[config.mk]
export PLATFORM = sky130hd
export DESIGN_NAME = elevon_throttle_mixer_unit
export DESIGN_NICKNAME = d
export VERILOG_FILES = /design/src/rtl/etm_pkg.sv /design/src/rtl/elevon_throttle_mixer_unit.sv
export SDC_FILE = /design/constraint.sdc
export NUM_CORES = 2
export LEC_CHECK = 0
export BUFFER_PORTS_ARGS = -buffer_cell sky130_fd_sc_hd__buf_4
export CELL_PAD_IN_SITES_DETAIL_PLACEMENT = 0
export CELL_PAD_IN_SITES_GLOBAL_PLACEMENT = 1
export CORE_ASPECT_RATIO = 2
export CORE_MARGIN = 2
export CORE_UTILIZATION = 37
export CTS_CLUSTER_DIAMETER = 150
export CTS_CLUSTER_SIZE = 25
export DETAILED_ROUTE_END_ITERATION = 16
export GPL_ROUTABILITY_DRIVEN = 0
export PLACE_DENSITY = 0.66
export SLEW_MARGIN = 20
export SYNTH_ARGS = -nofsm -noshare
export SYNTH_HDL_FRONTEND = slang
export SYNTH_SLANG_ARGS = --single-unit
[constraint.sdc]
create_clock -name i_clk -period 8.09 [get_ports i_clk]
set_input_delay 1.2135 -clock i_clk [delete_from_list [all_inputs] [get_ports i_clk]]
set_output_delay 1.2135 -clock i_clk [all_outputs]
set_load 0.02 [all_outputs]
[src/rtl/etm_pkg.sv]
// ----------------------------------------------------------------------------
// Elevon and throttle mixer package
// Shared widths, fixed-point constants and register indexes of the mixer.
// ----------------------------------------------------------------------------
package etm_pkg;

    // Field widths.
    localparam int CMD_W   = 16;
    localparam int PULSE_W = 12;
    localparam int SPAN_W  = 11;
    localparam int GAIN_W  = 15;
    localparam int FLAG_W  = 3;
    localparam int ADDR_W  = 5;
    localparam int DATA_W  = 32;

    // Fixed-point formats: commands are Q2.14, mixed commands are Q.28.
    localparam int FRAC_CMD = 14;
    localparam int FRAC_MIX = 28;

    localparam logic signed [CMD_W-1:0] ONE_Q14     = 16'sd16384;
    localparam logic signed [CMD_W-1:0] NEG_ONE_Q14 = -16'sd16384;
    localparam logic signed [31:0]      ONE_Q28     = 32'sd268435456;
    localparam logic signed [31:0]      NEG_ONE_Q28 = -32'sd268435456;

    // Reverse flag bits.
    localparam int REV_LEFT  = 0;
    localparam int REV_RIGHT = 1;
    localparam int REV_THR   = 2;

    // Register reset values.
    localparam logic [PULSE_W-1:0] TRIM_RST     = 12'd1500;
    localparam logic [SPAN_W-1:0]  SPAN_RST     = 11'd400;
    localparam logic [GAIN_W-1:0]  GAIN_RST     = 15'd0;
    localparam logic [PULSE_W-1:0] ESC_LOW_RST  = 12'd1000;
    localparam logic [PULSE_W-1:0] ESC_HIGH_RST = 12'd2000;
    localparam logic [FLAG_W-1:0]  FLAGS_RST    = 3'd0;

    // Register indexes (word address on the configuration port).
    typedef enum logic [2:0] {
        REG_LEFT_TRIM  = 3'd0,
        REG_RIGHT_TRIM = 3'd1,
        REG_SPAN       = 3'd2,
        REG_DIFF_GAIN  = 3'd3,
        REG_ESC_LOW    = 3'd4,
        REG_ESC_HIGH   = 3'd5,
        REG_REVERSE    = 3'd6
    } t_reg_idx;

endpackage

[src/rtl/elevon_throttle_mixer_unit.sv]
// ----------------------------------------------------------------------------
// Elevon and throttle mixer
// Mixes pitch and roll into left and right elevon pulse widths with aileron
// differential, and maps throttle onto the ESC pulse range.
// ----------------------------------------------------------------------------
// Output: o_valid is the valid bit of the last stage register, and the result
// word is taken at the rising edge that samples o_valid high.
// Throughput: one word per cycle; busy is never raised and the result strobe
// cannot be held off, so the six-stage pipeline never stalls.
// Reset: synchronous, active low; clears all stage valid bits and loads the
// configuration registers with their defaults.
// ----------------------------------------------------------------------------
module elevon_throttle_mixer_unit
    import etm_pkg::*;
#(
    parameter int SERVO_LOW_US  = 1000,
    parameter int SERVO_HIGH_US = 2000
) (
    input  logic                     i_clk,
    input  logic                     i_rst_n,
    // Command channel
    input  logic                     start,
    output logic                     busy,
    input  logic signed [CMD_W-1:0]  i_pitch_command,
    input  logic signed [CMD_W-1:0]  i_roll_command,
    input  logic signed [CMD_W-1:0]  i_throttle_command,
    // Result channel
    output logic                     o_valid,
    output logic [PULSE_W-1:0]       o_left_pulse_us,
    output logic [PULSE_W-1:0]       o_right_pulse_us,
    output logic [PULSE_W-1:0]       o_throttle_pulse_us,
    // Configuration port
    input  logic                     psel,
    input  logic                     penable,
    input  logic                     pwrite,
    input  logic [ADDR_W-1:0]        paddr,
    input  logic [DATA_W-1:0]        pwdata,
    output logic [DATA_W-1:0]        prdata,
    output logic                     pready
);

    localparam int LAT = 6;

    // Servo limits in units of 2^-28 us.
    localparam logic signed [42:0] SERVO_LO_Q = 43'(SERVO_LOW_US) <<< FRAC_MIX;
    localparam logic signed [42:0] SERVO_HI_Q = 43'(SERVO_HIGH_US) <<< FRAC_MIX;
    localparam logic signed [42:0] HALF_Q28   = 43'sd134217728;

    // ------------------------------------------------------------------
    // Configuration registers
    // ------------------------------------------------------------------
    logic [PULSE_W-1:0] r_left_trim;
    logic [PULSE_W-1:0] r_right_trim;
    logic [SPAN_W-1:0]  r_span;
    logic [GAIN_W-1:0]  r_gain;
    logic [PULSE_W-1:0] r_esc_low;
    logic [PULSE_W-1:0] r_esc_high;
    logic [FLAG_W-1:0]  r_reverse;

    t_reg_idx cfg_idx;
    logic     cfg_wr;

    assign pready  = 1'b1;
    assign cfg_idx = t_reg_idx'(paddr[4:2]);
    assign cfg_wr  = psel && penable && pwrite && pready;

    // Register writes; an index beyond the list is ignored.
    always_ff @(posedge i_clk) begin
        if (!i_rst_n) begin
            r_left_trim  <= TRIM_RST;
            r_right_trim <= TRIM_RST;
            r_span       <= SPAN_RST;
            r_gain       <= GAIN_RST;
            r_esc_low    <= ESC_LOW_RST;
            r_esc_high   <= ESC_HIGH_RST;
            r_reverse    <= FLAGS_RST;
        end else if (cfg_wr) begin
            unique case (cfg_idx)
                REG_LEFT_TRIM:  r_left_trim  <= pwdata[PULSE_W-1:0];
                REG_RIGHT_TRIM: r_right_trim <= pwdata[PULSE_W-1:0];
                REG_SPAN:       r_span       <= pwdata[SPAN_W-1:0];
                REG_DIFF_GAIN:  r_gain       <= pwdata[GAIN_W-1:0];
                REG_ESC_LOW:    r_esc_low    <= pwdata[PULSE_W-1:0];
                REG_ESC_HIGH:   r_esc_high   <= pwdata[PULSE_W-1:0];
                REG_REVERSE:    r_reverse    <= pwdata[FLAG_W-1:0];
                default: ;
            endcase
        end
    end

    // Register read-back.
    always_comb begin
        unique case (cfg_idx)
            REG_LEFT_TRIM:  prdata = {{(DATA_W-PULSE_W){1'b0}}, r_left_trim};
            REG_RIGHT_TRIM: prdata = {{(DATA_W-PULSE_W){1'b0}}, r_right_trim};
            REG_SPAN:       prdata = {{(DATA_W-SPAN_W){1'b0}}, r_span};
            REG_DIFF_GAIN:  prdata = {{(DATA_W-GAIN_W){1'b0}}, r_gain};
            REG_ESC_LOW:    prdata = {{(DATA_W-PULSE_W){1'b0}}, r_esc_low};
            REG_ESC_HIGH:   prdata = {{(DATA_W-PULSE_W){1'b0}}, r_esc_high};
            REG_REVERSE:    prdata = {{(DATA_W-FLAG_W){1'b0}}, r_reverse};
            default:        prdata = '0;
        endcase
    end

    // The pipeline takes a word every cycle.
    assign busy = 1'b0;

    // ------------------------------------------------------------------
    // Valid bits travelling with the data
    // ------------------------------------------------------------------
    logic r_v1, r_v2, r_v3, r_v4, r_v5, r_v6;

    always_ff @(posedge i_clk) begin
        if (!i_rst_n) begin
            r_v1 <= 1'b0;
            r_v2 <= 1'b0;
            r_v3 <= 1'b0;
            r_v4 <= 1'b0;
            r_v5 <= 1'b0;
            r_v6 <= 1'b0;
        end else begin
            r_v1 <= start && !busy;
            r_v2 <= r_v1;
            r_v3 <= r_v2;
            r_v4 <= r_v3;
            r_v5 <= r_v4;
            r_v6 <= r_v5;
        end
    end

    // ------------------------------------------------------------------
    // Stage 1: saturate the commands and take the roll magnitude
    // ------------------------------------------------------------------
    logic signed [CMD_W-1:0] n1_pitch, n1_roll, n1_thr_s;
    logic signed [CMD_W-1:0] n1_roll_neg;
    logic signed [CMD_W-1:0] r1_pitch, r1_roll;
    logic [14:0]             r1_aroll, r1_thr;

    always_comb begin
        priority if (i_pitch_command < NEG_ONE_Q14) n1_pitch = NEG_ONE_Q14;
        else if (i_pitch_command > ONE_Q14)         n1_pitch = ONE_Q14;
        else                                        n1_pitch = i_pitch_command;

        priority if (i_roll_command < NEG_ONE_Q14)  n1_roll = NEG_ONE_Q14;
        else if (i_roll_command > ONE_Q14)          n1_roll = ONE_Q14;
        else                                        n1_roll = i_roll_command;

        priority if (i_throttle_command < 16'sd0)   n1_thr_s = 16'sd0;
        else if (i_throttle_command > ONE_Q14)      n1_thr_s = ONE_Q14;
        else                                        n1_thr_s = i_throttle_command;

        n1_roll_neg = -n1_roll;
    end

    always_ff @(posedge i_clk) begin
        r1_pitch <= n1_pitch;
        r1_roll  <= n1_roll;
        r1_aroll <= n1_roll[CMD_W-1] ? n1_roll_neg[14:0] : n1_roll[14:0];
        r1_thr   <= n1_thr_s[14:0];
    end

    // ------------------------------------------------------------------
    // Stage 2: differential product, pitch/roll sums, throttle product
    // ------------------------------------------------------------------
    logic [29:0]        n2_d;
    logic [PULSE_W-1:0] n2_tlo, n2_thi;
    logic signed [12:0] n2_tspan;
    logic signed [28:0] n2_ta, n2_tb;
    logic [29:0]        r2_d;
    logic signed [16:0] r2_pmr, r2_ppr;
    logic signed [28:0] r2_tprod;
    logic [PULSE_W-1:0] r2_tlo;

    always_comb begin
        n2_d     = {15'd0, r_gain} * {15'd0, r1_aroll};
        n2_tlo   = r_reverse[REV_THR] ? r_esc_high : r_esc_low;
        n2_thi   = r_reverse[REV_THR] ? r_esc_low : r_esc_high;
        n2_tspan = signed'({1'b0, n2_thi}) - signed'({1'b0, n2_tlo});
        n2_ta    = signed'({14'd0, r1_thr});
        n2_tb    = {{16{n2_tspan[12]}}, n2_tspan};
    end

    always_ff @(posedge i_clk) begin
        r2_d     <= n2_d;
        r2_pmr   <= 17'(r1_pitch) - 17'(r1_roll);
        r2_ppr   <= 17'(r1_pitch) + 17'(r1_roll);
        r2_tprod <= n2_ta * n2_tb;
        r2_tlo   <= n2_tlo;
    end

    // ------------------------------------------------------------------
    // Stage 3: mix and saturate each side; finish the throttle pulse
    // ------------------------------------------------------------------
    logic signed [31:0] n3_lsum, n3_rsum, n3_d;
    logic signed [29:0] n3_left, n3_right;
    logic signed [29:0] n3_tus, n3_tround;
    logic signed [29:0] r3_left, r3_right;
    logic [PULSE_W-1:0] r3_thr;

    always_comb begin
        n3_d    = signed'({2'b00, r2_d});
        n3_lsum = signed'({r2_pmr[16], r2_pmr, 14'd0}) + n3_d;
        n3_rsum = signed'({r2_ppr[16], r2_ppr, 14'd0}) - n3_d;

        priority if (n3_lsum < NEG_ONE_Q28) n3_left = NEG_ONE_Q28[29:0];
        else if (n3_lsum > ONE_Q28)         n3_left = ONE_Q28[29:0];
        else                                n3_left = n3_lsum[29:0];

        priority if (n3_rsum < NEG_ONE_Q28) n3_right = NEG_ONE_Q28[29:0];
        else if (n3_rsum > ONE_Q28)         n3_right = ONE_Q28[29:0];
        else                                n3_right = n3_rsum[29:0];

        // Throttle in units of 2^-14 us, floored at zero, rounded half up.
        n3_tus = signed'({4'd0, r2_tlo, 14'd0}) + {r2_tprod[28], r2_tprod};
        if (n3_tus < 30'sd0) begin
            n3_tus = 30'sd0;
        end
        n3_tround = n3_tus + 30'sd8192;
    end

    always_ff @(posedge i_clk) begin
        r3_left  <= n3_left;
        r3_right <= n3_right;
        r3_thr   <= n3_tround[25:14];
    end

    // ------------------------------------------------------------------
    // Stage 4: scale each side by the deflection span
    // ------------------------------------------------------------------
    logic signed [41:0] n4_span;
    logic signed [41:0] r4_ldev, r4_rdev;
    logic [PULSE_W-1:0] r4_thr;

    assign n4_span = signed'({31'd0, r_span});

    always_ff @(posedge i_clk) begin
        r4_ldev <= {{12{r3_left[29]}}, r3_left} * n4_span;
        r4_rdev <= {{12{r3_right[29]}}, r3_right} * n4_span;
        r4_thr  <= r3_thr;
    end

    // ------------------------------------------------------------------
    // Stage 5: add the deviation to the trim, mirrored when reversed
    // ------------------------------------------------------------------
    logic signed [42:0] n5_ltrim, n5_rtrim, n5_ldev, n5_rdev;
    logic signed [42:0] r5_lus, r5_rus;
    logic [PULSE_W-1:0] r5_thr;

    always_comb begin
        n5_ltrim = signed'({3'd0, r_left_trim, 28'd0});
        n5_rtrim = signed'({3'd0, r_right_trim, 28'd0});
        n5_ldev  = {r4_ldev[41], r4_ldev};
        n5_rdev  = {r4_rdev[41], r4_rdev};
    end

    always_ff @(posedge i_clk) begin
        r5_lus <= r_reverse[REV_LEFT] ? n5_ltrim - n5_ldev : n5_ltrim + n5_ldev;
        r5_rus <= r_reverse[REV_RIGHT] ? n5_rtrim - n5_rdev : n5_rtrim + n5_rdev;
        r5_thr <= r4_thr;
    end

    // ------------------------------------------------------------------
    // Stage 6: servo limits (low first, then high) and rounding half up
    // ------------------------------------------------------------------
    function automatic logic [PULSE_W-1:0] servo_round(input logic signed [42:0] us);
        logic signed [42:0] v;
        v = us;
        if (v < SERVO_LO_Q) begin
            v = SERVO_LO_Q;
        end
        if (v > SERVO_HI_Q) begin
            v = SERVO_HI_Q;
        end
        if (v < 43'sd0) begin
            v = 43'sd0;
        end
        v = v + HALF_Q28;
        return v[39:28];
    endfunction

    logic [PULSE_W-1:0] r_o_left, r_o_right, r_o_thr;

    always_ff @(posedge i_clk) begin
        r_o_left  <= servo_round(r5_lus);
        r_o_right <= servo_round(r5_rus);
        r_o_thr   <= r5_thr;
    end

    assign o_valid             = r_v6;
    assign o_left_pulse_us     = r_o_left;
    assign o_right_pulse_us    = r_o_right;
    assign o_throttle_pulse_us = r_o_thr;

    // ------------------------------------------------------------------
    // Assertions
    // ------------------------------------------------------------------

    // Every accepted word leaves the pipeline after the fixed latency.
    a_latency : assert property (@(posedge i_clk) disable iff (!i_rst_n)
        start |-> ##LAT o_valid)
        else $error("accepted word did not produce a result on time");

    // No result appears without a word accepted the fixed latency before.
    a_no_spurious : assert property (@(posedge i_clk) disable iff (!i_rst_n)
        o_valid |-> $past(start, LAT))
        else $error("result word without a matching command");

    // Elevon pulses stay inside the servo limits when these are ordered.
    a_servo_range : assert property (@(posedge i_clk) disable iff (!i_rst_n)
        (o_valid && (SERVO_LOW_US <= SERVO_HIGH_US)) |->
            (o_left_pulse_us >= 12'(SERVO_LOW_US)) &&
            (o_left_pulse_us <= 12'(SERVO_HIGH_US)) &&
            (o_right_pulse_us >= 12'(SERVO_LOW_US)) &&
            (o_right_pulse_us <= 12'(SERVO_HIGH_US)))
        else $error("elevon pulse outside the servo limits");

endmodule
==> results.md <==
* Peak supply drop at between 0.2 and 0.25 mV
* H-tree Lvls at 1
* Slowest CP cell: fa_1
* Antenna Violating Nets Remaining at 0
* Clock Path Buffers at 3
* CTS tree: done
* Register area share after synthesis at 0.180
* First-pass GRT wire length at ~270000 um
* Leakage dissipation at 0.0302 uW
* Crit end category: register
* Num rows at roughly 210
* CP Capture Point: r2_tprod[28]$_DFF_P_
* Max_slew headroom at 0.253
* Syn Std Cell Area at roughly 0.060 sq mm
* Least-Margin Pin Slew at approximately 1100 ps
* I/O Buffers at around 120
* Reg-to-reg startpoint: r_reverse[2]$_SDFFE_PN0P_
* Required @ worst endpoint at just under 9000 ps
* Layout cell share with drive strength beyond 1 at 0.0576
* Crit path DAT at ~8300 ps
* Initial antenna violation count at 2
* R2r worst-path depth at 33
* DRT iter0 DRCs at 1615
* Setup CP Type: reg -> reg
* CP bufs+invs at 6
* Fin. max-slew vios at 0
* Tcrit/Tclk final at 0.958
* Top Ports at roughly 160
* Root Buffer: clkbuf_16
* DRC Markers at 0
* Syn Inst Count at around 6700
* Most used DFF post-synth: dfxtp_1
* Core area at approximately 0.16 sq mm
* P per Cell Area at approximately 200 mW/mm^2
* GR Overflow Total at 0
* Total global-route track usage at 0.214
* R2R setup slack at ~340 ps
* Max cap viols at 0
* DR pass1 iterations at 7
* Clock Sinks at approximately 540
* FF-to-FF End: r2_tprod[28]$_DFF_P_
* Crit path launch: r_reverse[2]$_SDFFE_PN0P_
* DR vias at about 45000
* CP startpoint kind: register
* Final Critical Period at just under 8000 ps
* Height of the die at 572 um
* Vias in the first global route at 49634
* Final nets at 8144
* Worst skew pair latency at roughly 690 ps
* Ranking of synthesized cells by area: fa_1, dfxtp_1, ha_1
* Status: completed
* Syn avg cell area at between 8 and 9 sq um
* CP most frequent cell: fa_1
* Most frequent cells in the layout: inv_1, fa_1, nand2_1, dfxtp_1, ha_1
* Post-DR wirelength/cell at about 20 um
* Max stage delay on crit path at roughly 550 ps
* # fillers at between 15000 and 20000
* Filler-free cell count of the finished design at roughly 8800
* DP HPWL at 144000 um
* Pin count of the biggest net entering global routing at between 80 and 90
* Synth top area share at 0.298
* Synthesized flop and latch total at approximately 540
* Die Width at approximately 290 um
* Number of synthesized flops with an enable pin at 0
* Worst hold path class: reg -> reg
* Starting Density at 0.372
* Setup TNS at 0 ps
* Setup violators final at 0
* WHS at ~320 ps
* CTS buffer count at 25
* FFs w/ async S/R, synth at 0
* CP Depth at 33
* Area leader, netlist: fa_1
* Final Power at roughly 13000 uW
* Vias per cell at between 5 and 6
* Detailed Route WL at approximately 170000 um
* Synth warn at 0
* CP top delay family: adder cells
* Most common cell after layout, fill and taps aside: inv_1
* Final-report hold violation count at 0
* Syn-to-layout area delta at 6.85%
* CP max FO at 4
* Die area at 0.165 sq mm
* Clk_skew at 60.0 ps
* Synth cell types at slightly below 100
* Placed cells at 8715
* Clk pin slew, worst setup/hold paths at around 130 ps
* Max Clock Freq at roughly 130 MHz
-- state kept, by name (all words and copies together), names as in the netlist, 17 cells and up --
register / cells
r3_right: 30
r2_ppr: 17
r2_d: 30
r4_rdev: 42
r5_rus: 43
r5_lus: 43
r3_left: 30
r4_ldev: 42
-- metal layers --
metal | part of all wire | global-route usage
met1 | 0.33 | 0.195
met2 | 0.59 | 0.455
met3 | 0.022 | 0.0139
met4 | 0.058 | 0.112
met5 | 0 | 0
-- cells in the mapped netlist (12+ instances only) --
cell      number
inv_1       1108
fa_1         890
nand2_1      887
dfxtp_1      537
ha_1         516
and2_1       509
clkbuf_1     263
nor2_1       225
xnor2_1      221
a21oi_1      208
o21ai_0      158
nand3_1       91
xor2_1        86
nor3_1        85
nand2b_1      75
nor2b_1       71
a21boi_0      52
a21o_1        49
mux2i_1       46
a211oi_1      42
o21a_1        36
and3_1        35
a31oi_1       33
nor4_1        33
o21bai_1      32
or3_1         30
mux2_2        28
o31ai_1       27
nand4_1       25
buf_4         19
o211ai_1      19
or2_2         18
o41ai_1       15
or4_1         12
-- where the power goes --
group / total, uW / internal (uW) / switching (uW)
combinational: 7260 / 3010 / 4250
clock: 1490 / 566 / 927
sequential: 3930 / 3300 / 632
-- worst register-to-register path, delay by kind of cell, from the launching register on --
kind,cells,cell delay [ps]
DFF,1,390
adders and majority gates,8,3740
buffers and inverters,6,550
AOI/OAI and AO/OA,10,1580
muxes,1,260
and+or+nand+nor,6,770
xor gates and xnor gates,2,300
-- final cells by class --
type | count | area (sq um) | area share
multi-input cells | 4747 | 43900 | 0.687
flip-flops and latches | 537 | 10800 | 0.169
inverters | 1109 | 4160 | 0.0652
well taps | 2100 | 2630 | 0.0412
repair buffers | 227 | 1740 | 0.0273
clock buffers | 28 | 637 | 0.00997
clock inverters | 2 | 25.0 | 0.000392
diodes | 2 | 5.00 | 0.0000784
-- through the flow --
stage / utilization / setup slack [ps] / cell area, sq um
after CTS: 0.397 / 22.6 / 63700
final: 0.398 / 343 / 63900
after global placement: 0.392 / -448 / 63000
after floorplan: - / 30.3 / 59800
after detailed placement: 0.392 / -387 / 63000
after global routing: 0.398 / -39.5 / 63900
-- kinds of logic after synthesis --
family / count (synthesis) / share of synthesized area
other: 2 / 0.000126
adders and majority gates: 1406 / 0.406
muxes: 78 / 0.0143
and+or+nand+nor: 2149 / 0.178
AOI/OAI and AO/OA: 786 / 0.0867
buffers and inverters: 1408 / 0.0900
xor gates and xnor gates: 307 / 0.0450
DFF: 537 / 0.180
-- worst min-delay path by stage --
stage / slack (ps) / from / cells after the start / end
finish: 320 / r4_thr[8]$_DFF_P_ / 0 / r5_thr[8]$_DFF_P_
global placement: 310 / r5_thr[11]$_DFF_P_ / 0 / o_throttle_pulse_us[11]$_DFF_P_
CTS: 330 / r4_thr[8]$_DFF_P_ / 0 / r5_thr[8]$_DFF_P_
detailed placement: 310 / r3_thr[3]$_DFF_P_ / 0 / r4_thr[3]$_DFF_P_
floorplan: 310 / r5_thr[0]$_DFF_P_ / 0 / o_throttle_pulse_us[0]$_DFF_P_
global route: 330 / r4_thr[5]$_DFF_P_ / 0 / r5_thr[5]$_DFF_P_
-- repair_timing --
item | CTS | global route
pin swaps | 6 | 14
setup endpoints to repair | 12 | 11
cloned | 0 | 0
hold buffers | 0 | 0
resized for setup | 15 | 29
setup buffers | 0 | 5
Power figures use the tool's default switching activity.
